<file path="config.mk">
export PLATFORM = sky130hd
export DESIGN_NAME = cond_alu_barrel_shifter_flags_core_flat
export DESIGN_NICKNAME = d
export VERILOG_FILES = /design/src/sv/cabsf_pkg.sv /design/src/sv/cabsf_in_if.sv /design/src/sv/cabsf_out_if.sv /design/src/sv/cabsf_shifter.sv /design/src/sv/cond_alu_barrel_shifter_flags_core.sv /design/src/flat_wrapper.sv
export VERILOG_INCLUDE_DIRS = /design/src /design/src/sv
export SDC_FILE = /design/constraint.sdc
export NUM_CORES = 1
export LEC_CHECK = 0
export BUFFER_PORTS_ARGS = -buffer_cell sky130_fd_sc_hd__buf_2
export CORE_MARGIN = 1
export CORE_UTILIZATION = 24
export DETAILED_ROUTE_END_ITERATION = 8
export GPL_TIMING_DRIVEN = 0
export PLACE_DENSITY = 0.41
export RECOVER_POWER = 25
export SYNTH_ARGS = -nofsm -noshare
export SYNTH_HDL_FRONTEND = slang
export SYNTH_SLANG_ARGS = --single-unit
</file>
<file path="constraint.sdc">
create_clock -name clk -period 11.9 [get_ports clk]
set_input_delay 0.595 -clock clk [delete_from_list [all_inputs] [get_ports clk]]
set_output_delay 0.595 -clock clk [all_outputs]
set_load 0.005 [all_outputs]
</file>
<file path="src/sv/cond_alu_barrel_shifter_flags_core_assert.svh">
// Assertion macros shared by the RTL of the conditional ALU core.
`ifndef COND_ALU_BARREL_SHIFTER_FLAGS_CORE_ASSERT_SVH
`define COND_ALU_BARREL_SHIFTER_FLAGS_CORE_ASSERT_SVH

// Checked on every rising edge outside reset.
`define CABSF_ASSERT(lbl, clk, rst, prop) \
  lbl: assert property (@(posedge clk) disable iff (rst) prop) \
    else $error("cabsf assertion failed");

// Checked on every rising edge, reset included.
`define CABSF_ASSERT_ALWAYS(lbl, clk, prop) \
  lbl: assert property (@(posedge clk) prop) \
    else $error("cabsf assertion failed");

`endif

</file>
<file path="src/sv/cabsf_pkg.sv">
`default_nettype none

package cabsf_pkg;

  localparam int XLEN    = 32;
  localparam int SHAMT_W = 5;
  localparam int AMT_W   = 8;

  // condition codes
  typedef enum logic [3:0] {
    COND_EQ, COND_NE, COND_CS, COND_CC, COND_MI, COND_PL, COND_VS, COND_VC,
    COND_HI, COND_LS, COND_GE, COND_LT, COND_GT, COND_LE, COND_AL, COND_NV
  } cond_t;

  // ALU operations
  typedef enum logic [3:0] {
    OP_AND, OP_EOR, OP_SUB, OP_RSB, OP_ADD, OP_ADC, OP_SBC, OP_RSC,
    OP_TST, OP_TEQ, OP_CMP, OP_CMN, OP_ORR, OP_MOV, OP_BIC, OP_MVN
  } opcode_t;

  // barrel shifter operations
  typedef enum logic [1:0] {
    SHIFT_LSL, SHIFT_LSR, SHIFT_ASR, SHIFT_ROR
  } shift_t;

  // request kinds
  typedef enum logic {
    KIND_DP, KIND_FLAGS
  } kind_t;

  // flags, N in bit 4 down to Q in bit 0
  typedef struct packed {
    logic n;
    logic z;
    logic c;
    logic v;
    logic q;
  } flags_t;

  // shifter control, top to shifter
  typedef struct packed {
    logic [1:0]       shift_type;
    logic [AMT_W-1:0] amount;
    logic             by_register;
    logic             carry_in;
  } shift_ctrl_t;

  // shifter output
  typedef struct packed {
    logic [XLEN-1:0] value;
    logic            carry;
  } shift_res_t;

  // captured request
  typedef struct packed {
    logic             kind;
    logic [3:0]       cond;
    logic [3:0]       opcode;
    logic             set_flags;
    logic [XLEN-1:0]  operand_a;
    logic [XLEN-1:0]  operand_b;
    logic [1:0]       shift_type;
    logic [AMT_W-1:0] shift_amount;
    logic             shift_by_register;
    logic [4:0]       new_flags;
  } req_t;

endpackage

`default_nettype wire

</file>
<file path="src/sv/cabsf_in_if.sv">
`default_nettype none

interface cabsf_in_if
  import cabsf_pkg::*;
  ();
  logic             valid;
  logic             ready;
  logic             kind;
  logic [3:0]       cond;
  logic [3:0]       opcode;
  logic             set_flags;
  logic [XLEN-1:0]  operand_a;
  logic [XLEN-1:0]  operand_b;
  logic [1:0]       shift_type;
  logic [AMT_W-1:0] shift_amount;
  logic             shift_by_register;
  logic [4:0]       new_flags;

  modport source (
    output valid, kind, cond, opcode, set_flags, operand_a, operand_b,
           shift_type, shift_amount, shift_by_register, new_flags,
    input  ready
  );

  modport sink (
    input  valid, kind, cond, opcode, set_flags, operand_a, operand_b,
           shift_type, shift_amount, shift_by_register, new_flags,
    output ready
  );
endinterface

`default_nettype wire

</file>
<file path="src/sv/cabsf_out_if.sv">
`default_nettype none

interface cabsf_out_if
  import cabsf_pkg::*;
  ();
  logic            valid;
  logic            ready;
  logic            cond_passed;
  logic [XLEN-1:0] result;
  logic            result_valid;
  logic [4:0]      flags_nzcvq;

  modport source (
    output valid, cond_passed, result, result_valid, flags_nzcvq,
    input  ready
  );

  modport sink (
    input  valid, cond_passed, result, result_valid, flags_nzcvq,
    output ready
  );
endinterface

`default_nettype wire

</file>
<file path="src/sv/cabsf_shifter.sv">
`default_nettype none

// Barrel shifter with immediate-amount and register-amount rules.
module cabsf_shifter
  import cabsf_pkg::*;
(
  input  wire logic [XLEN-1:0] x,
  input  wire shift_ctrl_t     ctrl,
  output shift_res_t           res
);

  localparam logic [AMT_W-1:0]   AMT_FULL = AMT_W'(XLEN);
  localparam logic [SHAMT_W:0]   IDX_FULL = (SHAMT_W+1)'(XLEN);

  logic [AMT_W-1:0]   amt;
  logic               rrx;
  logic [SHAMT_W-1:0] a5;
  logic [SHAMT_W-1:0] a5_m1;
  logic [SHAMT_W-1:0] lsl_idx;
  logic [SHAMT_W:0]   lsl_idx_w;
  logic [2*XLEN-1:0]  rot_w;
  logic [XLEN-1:0]    fill;

  // map immediate rules onto register rules
  always_comb begin
    amt = ctrl.amount;
    rrx = 1'b0;
    if (!ctrl.by_register) begin
      amt = {{(AMT_W-SHAMT_W){1'b0}}, ctrl.amount[SHAMT_W-1:0]};
      case (shift_t'(ctrl.shift_type))
        SHIFT_LSR, SHIFT_ASR: begin
          if (ctrl.amount[SHAMT_W-1:0] == '0) amt = AMT_FULL;
        end
        SHIFT_ROR: begin
          if (ctrl.amount[SHAMT_W-1:0] == '0) rrx = 1'b1;
        end
        default: ;
      endcase
    end
  end

  assign a5        = amt[SHAMT_W-1:0];
  assign a5_m1     = a5 - SHAMT_W'(1);
  assign lsl_idx_w = IDX_FULL - {1'b0, a5};
  assign lsl_idx   = lsl_idx_w[SHAMT_W-1:0];
  assign rot_w     = {x, x} >> a5;
  assign fill      = {XLEN{x[XLEN-1]}};

  // shift by register rules
  always_comb begin
    res.value = x;
    res.carry = ctrl.carry_in;
    if (rrx) begin
      res.value = {ctrl.carry_in, x[XLEN-1:1]};
      res.carry = x[0];
    end else if (amt != '0) begin
      case (shift_t'(ctrl.shift_type))
        SHIFT_LSL: begin
          if (amt > AMT_FULL) begin
            res.value = '0;
            res.carry = 1'b0;
          end else if (amt == AMT_FULL) begin
            res.value = '0;
            res.carry = x[0];
          end else begin
            res.value = x << a5;
            res.carry = x[lsl_idx];
          end
        end
        SHIFT_LSR: begin
          if (amt > AMT_FULL) begin
            res.value = '0;
            res.carry = 1'b0;
          end else if (amt == AMT_FULL) begin
            res.value = '0;
            res.carry = x[XLEN-1];
          end else begin
            res.value = x >> a5;
            res.carry = x[a5_m1];
          end
        end
        SHIFT_ASR: begin
          if (amt >= AMT_FULL) begin
            res.value = fill;
            res.carry = x[XLEN-1];
          end else begin
            res.value = XLEN'($signed(x) >>> a5);
            res.carry = x[a5_m1];
          end
        end
        default: begin
          // rotate; a multiple of the width keeps the value
          if (a5 == '0) begin
            res.value = x;
            res.carry = x[XLEN-1];
          end else begin
            res.value = rot_w[XLEN-1:0];
            res.carry = x[a5_m1];
          end
        end
      endcase
    end
  end

endmodule

`default_nettype wire

</file>
<file path="src/sv/cond_alu_barrel_shifter_flags_core.sv">
// Conditional data-processing ALU with barrel shifter and NZCVQ flags. Each
// request is either one data-processing instruction (condition check against
// the stored flags, shift of operand_b, ALU operation, optional flag update)
// or a direct load of all five flags. One request is accepted per clock
// while the output is not stalled: the request is captured in an input
// register, evaluated in one pass through the shifter and ALU, and written to
// a one-entry output register. The flags live in a register updated as each
// request leaves the input register, so back-to-back requests always see the
// flags left by the one before. Requests keep flowing while a result waits,
// until both registers are full.
`default_nettype none

module cond_alu_barrel_shifter_flags_core
  import cabsf_pkg::*;
(
  input  wire logic   clk,
  input  wire logic   rst,
  cabsf_in_if.sink    in_ch,
  cabsf_out_if.source out_ch
);

`include "cond_alu_barrel_shifter_flags_core_assert.svh"

  // stage registers
  logic   s1_valid;
  req_t   s1;
  logic   out_valid;
  logic   out_passed;
  logic [XLEN-1:0] out_result;
  logic   out_rvalid;
  flags_t out_flags;
  flags_t flags;

  logic   adv;
  logic   cond_ok;
  logic   test_op;
  logic   passed;
  logic   rvalid;
  logic [XLEN-1:0] res;
  flags_t flags_next;
  logic   arith;
  logic [XLEN-1:0] ax;
  logic [XLEN-1:0] ay;
  logic   cin;
  logic [XLEN:0] sum;
  logic [XLEN-1:0] r;

  shift_ctrl_t sh_ctrl;
  shift_res_t  sh;

  // handshake
  assign adv         = s1_valid && (!out_valid || out_ch.ready);
  assign in_ch.ready = !s1_valid || adv;

  // input register
  always_ff @(posedge clk) begin
    if (rst) begin
      s1_valid <= 1'b0;
    end else if (in_ch.ready) begin
      s1_valid <= in_ch.valid;
    end
    if (in_ch.valid && in_ch.ready) begin
      s1.kind              <= in_ch.kind;
      s1.cond              <= in_ch.cond;
      s1.opcode            <= in_ch.opcode;
      s1.set_flags         <= in_ch.set_flags;
      s1.operand_a         <= in_ch.operand_a;
      s1.operand_b         <= in_ch.operand_b;
      s1.shift_type        <= in_ch.shift_type;
      s1.shift_amount      <= in_ch.shift_amount;
      s1.shift_by_register <= in_ch.shift_by_register;
      s1.new_flags         <= in_ch.new_flags;
    end
  end

  // barrel shifter
  assign sh_ctrl.shift_type  = s1.shift_type;
  assign sh_ctrl.amount      = s1.shift_amount;
  assign sh_ctrl.by_register = s1.shift_by_register;
  assign sh_ctrl.carry_in    = flags.c;

  cabsf_shifter u_shifter (
    .x    (s1.operand_b),
    .ctrl (sh_ctrl),
    .res  (sh)
  );

  // condition check
  always_comb begin
    case (cond_t'(s1.cond))
      COND_EQ: cond_ok = flags.z;
      COND_NE: cond_ok = !flags.z;
      COND_CS: cond_ok = flags.c;
      COND_CC: cond_ok = !flags.c;
      COND_MI: cond_ok = flags.n;
      COND_PL: cond_ok = !flags.n;
      COND_VS: cond_ok = flags.v;
      COND_VC: cond_ok = !flags.v;
      COND_HI: cond_ok = flags.c && !flags.z;
      COND_LS: cond_ok = !(flags.c && !flags.z);
      COND_GE: cond_ok = (flags.n == flags.v);
      COND_LT: cond_ok = (flags.n != flags.v);
      COND_GT: cond_ok = (flags.n == flags.v) && !flags.z;
      COND_LE: cond_ok = !((flags.n == flags.v) && !flags.z);
      COND_AL: cond_ok = 1'b1;
      default: cond_ok = 1'b0;
    endcase
  end

  // ALU operand selection
  always_comb begin
    arith = 1'b0;
    ax    = s1.operand_a;
    ay    = sh.value;
    cin   = 1'b0;
    r     = '0;
    case (opcode_t'(s1.opcode))
      OP_AND, OP_TST: r = s1.operand_a & sh.value;
      OP_EOR, OP_TEQ: r = s1.operand_a ^ sh.value;
      OP_SUB, OP_CMP: begin
        arith = 1'b1; ay = ~sh.value; cin = 1'b1;
      end
      OP_RSB: begin
        arith = 1'b1; ax = ~s1.operand_a; cin = 1'b1;
      end
      OP_ADD, OP_CMN: arith = 1'b1;
      OP_ADC: begin
        arith = 1'b1; cin = flags.c;
      end
      OP_SBC: begin
        arith = 1'b1; ay = ~sh.value; cin = flags.c;
      end
      OP_RSC: begin
        arith = 1'b1; ax = ~s1.operand_a; cin = flags.c;
      end
      OP_ORR: r = s1.operand_a | sh.value;
      OP_MOV: r = sh.value;
      OP_BIC: r = s1.operand_a & ~sh.value;
      default: r = ~sh.value;
    endcase
    sum = {1'b0, ax} + {1'b0, ay} + {{XLEN{1'b0}}, cin};
    if (arith) begin
      r = sum[XLEN-1:0];
    end
  end

  assign test_op = (s1.opcode[3:2] == 2'b10);

  // result and flag update
  always_comb begin
    passed     = 1'b1;
    rvalid     = 1'b0;
    res        = '0;
    flags_next = flags;
    if (kind_t'(s1.kind) == KIND_FLAGS) begin
      flags_next = flags_t'(s1.new_flags);
    end else begin
      passed = cond_ok;
      if (cond_ok && !(test_op && !s1.set_flags)) begin
        if (s1.set_flags) begin
          flags_next.n = r[XLEN-1];
          flags_next.z = (r == '0);
          if (arith) begin
            flags_next.c = sum[XLEN];
            flags_next.v = ~(ax[XLEN-1] ^ ay[XLEN-1]) & (ax[XLEN-1] ^ r[XLEN-1]);
          end else begin
            flags_next.c = sh.carry;
          end
        end
        if (!test_op) begin
          res    = r;
          rvalid = 1'b1;
        end
      end
    end
  end

  // flags and output register
  always_ff @(posedge clk) begin
    if (rst) begin
      flags     <= '0;
      out_valid <= 1'b0;
    end else begin
      if (adv) flags <= flags_next;
      if (adv) begin
        out_valid <= 1'b1;
      end else if (out_ch.ready) begin
        out_valid <= 1'b0;
      end
    end
    if (adv) begin
      out_passed <= passed;
      out_result <= res;
      out_rvalid <= rvalid;
      out_flags  <= flags_next;
    end
  end

  assign out_ch.valid        = out_valid;
  assign out_ch.cond_passed  = out_passed;
  assign out_ch.result       = out_result;
  assign out_ch.result_valid = out_rvalid;
  assign out_ch.flags_nzcvq  = out_flags;

  // checks
  `CABSF_ASSERT_ALWAYS(a_reset_clears_out, clk, rst |=> !out_ch.valid)
  `CABSF_ASSERT(a_written_needs_pass, clk, rst,
    out_ch.valid && out_ch.result_valid |-> out_ch.cond_passed)
  `CABSF_ASSERT(a_unwritten_is_zero, clk, rst,
    out_ch.valid && !out_ch.result_valid |-> out_ch.result == '0)
  `CABSF_ASSERT(a_fail_keeps_flags, clk, rst,
    adv && !passed |=> flags == $past(flags))
  `CABSF_ASSERT(a_q_only_by_write, clk, rst,
    adv && (kind_t'(s1.kind) == KIND_DP) |=> flags.q == $past(flags.q))

endmodule

`default_nettype wire

</file>
<file path="src/flat_wrapper.sv">
// flat-port wrapper written by rule: the top's interface ports become plain ports
module cond_alu_barrel_shifter_flags_core_flat import cabsf_pkg::*;
  (clk, rst, in_ch_valid, in_ch_kind, in_ch_cond, in_ch_opcode, in_ch_set_flags, in_ch_operand_a, in_ch_operand_b, in_ch_shift_type, in_ch_shift_amount, in_ch_shift_by_register, in_ch_new_flags, in_ch_ready, out_ch_valid, out_ch_cond_passed, out_ch_result, out_ch_result_valid, out_ch_flags_nzcvq, out_ch_ready);
  cabsf_in_if in_ch_i ();
  cabsf_out_if out_ch_i ();
  input  wire logic clk;
  input  wire logic rst;
  input wire logic [$bits(in_ch_i.valid)-1:0] in_ch_valid;
  input wire logic [$bits(in_ch_i.kind)-1:0] in_ch_kind;
  input wire logic [$bits(in_ch_i.cond)-1:0] in_ch_cond;
  input wire logic [$bits(in_ch_i.opcode)-1:0] in_ch_opcode;
  input wire logic [$bits(in_ch_i.set_flags)-1:0] in_ch_set_flags;
  input wire logic [$bits(in_ch_i.operand_a)-1:0] in_ch_operand_a;
  input wire logic [$bits(in_ch_i.operand_b)-1:0] in_ch_operand_b;
  input wire logic [$bits(in_ch_i.shift_type)-1:0] in_ch_shift_type;
  input wire logic [$bits(in_ch_i.shift_amount)-1:0] in_ch_shift_amount;
  input wire logic [$bits(in_ch_i.shift_by_register)-1:0] in_ch_shift_by_register;
  input wire logic [$bits(in_ch_i.new_flags)-1:0] in_ch_new_flags;
  output wire logic [$bits(in_ch_i.ready)-1:0] in_ch_ready;
  output wire logic [$bits(out_ch_i.valid)-1:0] out_ch_valid;
  output wire logic [$bits(out_ch_i.cond_passed)-1:0] out_ch_cond_passed;
  output wire logic [$bits(out_ch_i.result)-1:0] out_ch_result;
  output wire logic [$bits(out_ch_i.result_valid)-1:0] out_ch_result_valid;
  output wire logic [$bits(out_ch_i.flags_nzcvq)-1:0] out_ch_flags_nzcvq;
  input wire logic [$bits(out_ch_i.ready)-1:0] out_ch_ready;
  assign in_ch_i.valid = in_ch_valid;
  assign in_ch_i.kind = in_ch_kind;
  assign in_ch_i.cond = in_ch_cond;
  assign in_ch_i.opcode = in_ch_opcode;
  assign in_ch_i.set_flags = in_ch_set_flags;
  assign in_ch_i.operand_a = in_ch_operand_a;
  assign in_ch_i.operand_b = in_ch_operand_b;
  assign in_ch_i.shift_type = in_ch_shift_type;
  assign in_ch_i.shift_amount = in_ch_shift_amount;
  assign in_ch_i.shift_by_register = in_ch_shift_by_register;
  assign in_ch_i.new_flags = in_ch_new_flags;
  assign in_ch_ready = in_ch_i.ready;
  assign out_ch_valid = out_ch_i.valid;
  assign out_ch_cond_passed = out_ch_i.cond_passed;
  assign out_ch_result = out_ch_i.result;
  assign out_ch_result_valid = out_ch_i.result_valid;
  assign out_ch_flags_nzcvq = out_ch_i.flags_nzcvq;
  assign out_ch_i.ready = out_ch_ready;
  cond_alu_barrel_shifter_flags_core u_core (.clk(clk), .rst(rst), .in_ch(in_ch_i), .out_ch(out_ch_i));
endmodule
</file>
==> impl_results.md, run 1 <==
- Status: finished, violations left
- Failing checks: max-capacitance violations
- Main area contributors after synthesis: edfxtp_1 (21%), mux4_2 (11%), mux2i_1 (6.3%), ha_1 (4.7%), o21ai_0 (3.8%)
- First-pass GRT wire length: 174 mm
- Netlist Area Pre-Place: 18,700 um2
- Layout Utilization: 0.277
- Post-synth top flop: edfxtp_1
- Cell count after synthesis: 2,138
- CTS tree: yes
- Maximum clock frequency: 0.0844 GHz
- Top-count cell post-synth: nand2_1
- Initial Util: 0.242
- Clock Path Buffers: 2
- Via/cell ratio: 6.37
- Synth unique cells: 102
- Drt drc: 0
- Rows: 102
- Crit path max-delay cell type: a2111oi_1
- Vias in the first global route: 19,700
- Post-synth EDFFs: 129
- CTS clk-pin slew, worst paths: 0.08 ns
- Synth top area share: 0.207
- Worst endpoint data arrival time: 12.25 ns
- Crit path kind: flip-flop to flip-flop
- DP HPWL: 102 mm
- Die W: 281 um
- Cell Pwr Density: 113 nW/um2
- Sequential element share of the synthesized area: 0.214
- Nets: 2,460
- Critical Path Source Type: flip-flop
- Fraction of layout cells with a size suffix above 1: 0.192
- Synth top cells by count: nand2_1 (186), nor2_1 (167), o21ai_0 (141)
- YS warnings: 0
- Mapped Nets: 2,304
- # IOs: 135
- Mean cell area of the mapped netlist: 8.76 um2
- ANT nets after route: 0
- Slew headroom: 0.0108
- Post-synth ARST share: 0
- CTS buffer count: 17
- Largest net degree at the start of global routing: 54
- Setup_tns: 0 ns
- Lkg Pwr: 7.89 nW
- H-tree levels: 4
- Hold crit path type: primary input to flip-flop
- Max Slew Vio Count: 0
- Crit-path max FO: 10
- Unrepaired setup endpoints after global routing: no
- Critical Path End Type: flip-flop
- Port Buffers: 133
- Max_cap viols: 2
- Grt total ovfl: 0
- Filler cell count: 8,473
- Final Hold Fails: 0
- Max VDD drop: 108 uV
- P&R area growth vs syn: 14.1%
- Count of final setup violators: 0
- Minimum clock period: 11.85 ns
- Total power: 2.42 mW
- Hold_buf cts: 0
- Die Height: 281 um
- Vias: 21,300
- Clk_skew: 0.0198 ns
- TritonRoute pass-1 iters: 5
- Post-synth top area cell: edfxtp_1
- Yosys reg bits: 136
- Core area: 77,300 um2
- Slew @ Worst Pin: 1.47 ns
- Die Area: 79,200 um2
- Period utilisation layout: 0.996
- Wirelength per Cell: 38.7 um
- Cell mode on critical path: buf_2
- Initial antenna violation count: 14
- Total wire length: 130 mm
- Clock tree sinks: 136
- Crit-path max cell delay: 0.66 ns
- Worst-skew pair later-pin latency: 0.51 ns
- Total track usage: 0.324
- Worst Path Required: 12.31 ns
- Clock Tree Root: clkbuf_16
- Global placer's final weighted congestion: 1.03
- Drt initial violations: 3,329
==> worst paths after layout <==
kind / start / endpoint / slack, ns / cells after the start
worst min-delay path: in_ch_operand_b[22] / u_core.s1[38]$_DFFE_PP_ / 0.26 / 1
worst min register to register: u_core.flags[0]$_SDFFE_PP0P_ / u_core.flags[0]$_SDFFE_PP0P_ / 0.47 / 2
worst max register to register: u_core.s1[6]$_DFFE_PP_ / u_core.flags[3]$_SDFFE_PP0P_ / 0.05 / 30
worst max-delay path: u_core.s1[6]$_DFFE_PP_ / u_core.flags[3]$_SDFFE_PP0P_ / 0.05 / 30
==> where the power goes <==
group | internal, mW | switching (mW)
sequential | 0.560 | 0.0339
clock | 0.333 | 0.263
combinational | 0.411 | 0.822
==> critical path, delay by kind of cell, from the launching register on <==
family          cells  cell delay [ns]
fa+ha+maj           3             1.26
compound gates     11             4.25
simple gates        8             2.61
flops               1             0.47
buf+inv             7             2.93
xor+xnor            1             0.16
==> layout by cell type (no fill, tap or decap), types with 11 or more instances in the layout <==
cell,instances
inv_1,77
buf_4,19
nor3_1,47
clkbuf_16,17
mux2_2,55
nor2b_1,20
nor2_1,167
nand2_1,186
a211o_1,11
nand2b_1,30
buf_6,12
a32oi_1,11
a211oi_1,35
buf_1,15
o211ai_1,18
xor2_1,27
nand3_1,41
a31oi_1,32
mux4_2,88
o31a_1,12
a221oi_1,33
or3_1,14
and3_1,20
or2_2,14
edfxtp_1,129
a22oi_1,23
o221ai_1,13
o22ai_1,34
xnor2_1,68
and2_1,23
mux2i_1,117
o2111ai_1,11
clkbuf_1,118
ha_1,70
a21oi_1,129
o31ai_1,13
buf_2,176
o21ai_0,140
mux4_1,13
==> through the flow <==
step / hold WS [ns] / instances / worst slack [ns] / cell area (um2)
after floorplan: 0.431 / 2138 / 5.08 / 18700
after global placement: 0.448 / 3311 / -0.239 / 20700
after detailed placement: 0.458 / 3316 / -0.171 / 20800
after CTS: 0.226 / 3348 / 0.0992 / 21400
after global routing: 0.243 / 3348 / 0.0418 / 21400
final: 0.259 / 3349 / 0.0512 / 21400
==> timing repair <==
item / in CTS / in global routing
resized for setup: 1 / 1
endpoints found under the setup margin: 2 / 2
setup buffers: 0 / 0
endpoints found under the hold margin: 0 / 0
==> layout make-up <==
cell class,instances,area (um2),area share
Antenna cell,2,5.00,0.000234
Buffer,208,1060,0.0494
Clock buffer,20,437,0.0204
Clock inverter,12,165,0.00772
Inverter,80,300,0.0140
Multi-Input combinational cell,1713,13400,0.626
Sequential cell,136,4010,0.188
Tap cell,1040,1300,0.0609
Timing Repair Buffer,138,727,0.0340
==> metal layers <==
| metal | GRT usage | part of all wire |
|---|---|---|
| met5 | 0 | 0.00062 |
| met4 | 0.107 | 0.035 |
| met3 | 0.0845 | 0.11 |
| met2 | 0.450 | 0.40 |
| met1 | 0.476 | 0.45 |
==> state kept, by name, indices dropped and copies added, names as in the netlist <==
register,cells
u_core.out_ch.result_valid,1
u_core.s1_valid,1
u_core.out_ch.valid,1
u_core.s1,90
u_core.out_ch.flags_nzcvq,5
u_core.flags,5
u_core.out_ch.cond_passed,1
u_core.out_ch.result,32
==> kinds of logic after synthesis <==
group | Yosys count | synth area share
fa+ha+maj | 72 | 0.0489
buf+inv | 289 | 0.0726
compound gates | 660 | 0.243
flops | 136 | 0.214
mux | 274 | 0.220
simple gates | 612 | 0.157
xor+xnor | 95 | 0.0444
Note: power is estimated with default switching activity, not from simulation.
==> inputs of run 2 (changes only) <==
- PLACE_DENSITY: 0.41 -> 0.4
==> impl_results.md, run 2 (synthesis gave the netlist of run 1 again) <==
- Core area: 77,300 um2
- Nets: 2,460
- Die Area: 79,200 um2
- Crit-path max FO: 10
- # IOs: 135
- Most frequent cells in the layout: nand2_1 (186), buf_2 (175), nor2_1 (167)
- Wirelength per Cell: 38.4 um
- Largest net degree at the start of global routing: 54
- Clock Path Buffers: 2
- Global placer's final weighted congestion: 1.03
- H-tree levels: 4
- Worst endpoint data arrival time: 12.15 ns
- CTS clk-pin slew, worst paths: 0.08 ns
- Critical Path End Type: flip-flop
- Crit path max-delay cell type: nor2_1
- Worst-skew pair later-pin latency: 0.51 ns
- Lkg Pwr: 7.89 nW
- Drt drc: 0
- Crit-path max cell delay: 1.15 ns
- Critical Path Source Type: flip-flop
- Count of final setup violators: 0
- Die Height: 281 um
- Clock tree sinks: 136
- Period utilisation layout: 0.987
- Port Buffers: 133
- Largest delay share family, worst path: compound AO/OA/AOI/OAI gates
- Max VDD drop: 103 uV
- Vias in the first global route: 20,100
- Biggest register: u_core.s1
- Most common cell after layout, fill and taps aside: nand2_1
- DP HPWL: 101 mm
- Final worst slack: 0.158 ns
- Max Slew Vio Count: 6
- Unrepaired setup endpoints after global routing: no
- Grt total ovfl: 0
- Worst Path Required: 12.31 ns
- Slew @ Worst Pin: 1.51 ns
- TritonRoute pass-1 iters: 7
- Cell Pwr Density: 112 nW/um2
- Crit path kind: flip-flop to flip-flop
- First-pass GRT wire length: 173 mm
- CTS tree: yes
- Total track usage: 0.322
- Failing checks: max-capacitance violations, max-slew violations
- CTS buffer count: 17
- Fraction of layout cells with a size suffix above 1: 0.192
- P&R area growth vs syn: 14.2%
- Total wire length: 129 mm
- Setup_tns: 0 ns
- Initial antenna violation count: 10
- Rows: 102
- Hold_buf cts: 0
- Hold crit path type: primary input to flip-flop
- ANT nets after route: 0
- Clock Tree Root: clkbuf_16
- Max_cap viols: 1
- Vias: 21,300
- Via/cell ratio: 6.34
- Maximum clock frequency: 0.0852 GHz
- Status: finished, violations left
- Initial Util: 0.242
- Place WS: -0.107 ns
- Final Hold Fails: 0
- Worst path bufs/invs: 6
- Die W: 281 um
- Drt initial violations: 3,225
- Slew headroom: -0.0123
- Minimum clock period: 11.74 ns
- Max reg flops: 90
- Clk_skew: 0.0230 ns
## run 2: what timing repair did
| action | CTS | global route |
|---|---|---|
| buffers inserted | 0 | 0 |
| gates resized for setup | 1 | 0 |
| cloned | 0 | 0 |
| setup endpoints to repair | 2 | 2 |
## run 2: layer usage
layer / routed length (um) / track usage / vias to the layer above
met1: 55700 / 0.447 / 10800
met5: 25 / 0 / -
li1: - / - / 8583
met2: 51200 / 0.444 / 1595
met3: 16400 / 0.118 / 277
met4: 5540 / 0.129 / 4
## run 2: where the power goes
group	switching [mW]	internal [mW]	leakage [nW]
Combinational	0.813	0.411	6.31
Clock	0.253	0.328	0.284
Sequential	0.0341	0.560	1.30
## run 2: layout make-up
class,instances,area (um2)
antenna,7,17.5
buffer,207,1050
clock buffer,20,437
clock inverter,12,151
fill,8514,55900
inverter,80,300
multi-input combinational,1713,13400
sequential,136,4010
tap,1040,1300
timing repair buffer,139,747
## run 2: worst register-to-register path: stages, from the launching register on
cell       delay (ns)
edfxtp_1         0.35
buf_2            0.28
buf_2            0.41
buf_4            0.35
buf_2            0.54
nor2_1           0.23
clkbuf_1         0.43
and2_1           0.40
ha_1             0.25
clkbuf_1         0.26
nand2b_1         0.57
nor2_1           1.15
a221oi_1         0.49
o32ai_1          1.08
xor2_1           0.16
ha_1             0.28
a2111oi_0        0.45
o21ai_0          0.31
a31oi_1          0.66
a21oi_1          0.24
o2111ai_1        0.36
a31oi_1          0.30
a221o_1          0.42
nand4_1          0.11
nand4_1          0.13
a2111oi_0        0.71
nand4_1          0.45
o31ai_2          0.29
## run 2: worst paths after layout
check | from | to | slack [ns] | depth (start not counted)
hold reg to reg | u_core.flags[0]$_SDFFE_PP0P_ | u_core.flags[0]$_SDFFE_PP0P_ | 0.46 | 2
setup reg to reg | u_core.s1[8]$_DFFE_PP_ | u_core.flags[3]$_SDFFE_PP0P_ | 0.16 | 27
hold / removal | in_ch_operand_b[9] | u_core.s1[25]$_DFFE_PP_ | 0.26 | 1
setup / recovery | u_core.s1[8]$_DFFE_PP_ | u_core.flags[3]$_SDFFE_PP0P_ | 0.16 | 27
## run 2: through the flow
| stage | cells | hold WS, ns | util | cell area (um2) | total power [mW] |
|---|---|---|---|---|---|
| floorplan | 2138 | 0.431 | - | 18700 | 1.30 |
| detailed placement | 3317 | 0.454 | 0.269 | 20800 | 1.77 |
| CTS | 3349 | 0.227 | 0.276 | 21400 | 2.37 |
| global route | 3347 | 0.242 | 0.276 | 21400 | 2.48 |
| finish | 3354 | 0.261 | 0.277 | 21400 | 2.40 |
| global placement | 3311 | 0.449 | 0.268 | 20700 | 1.78 |
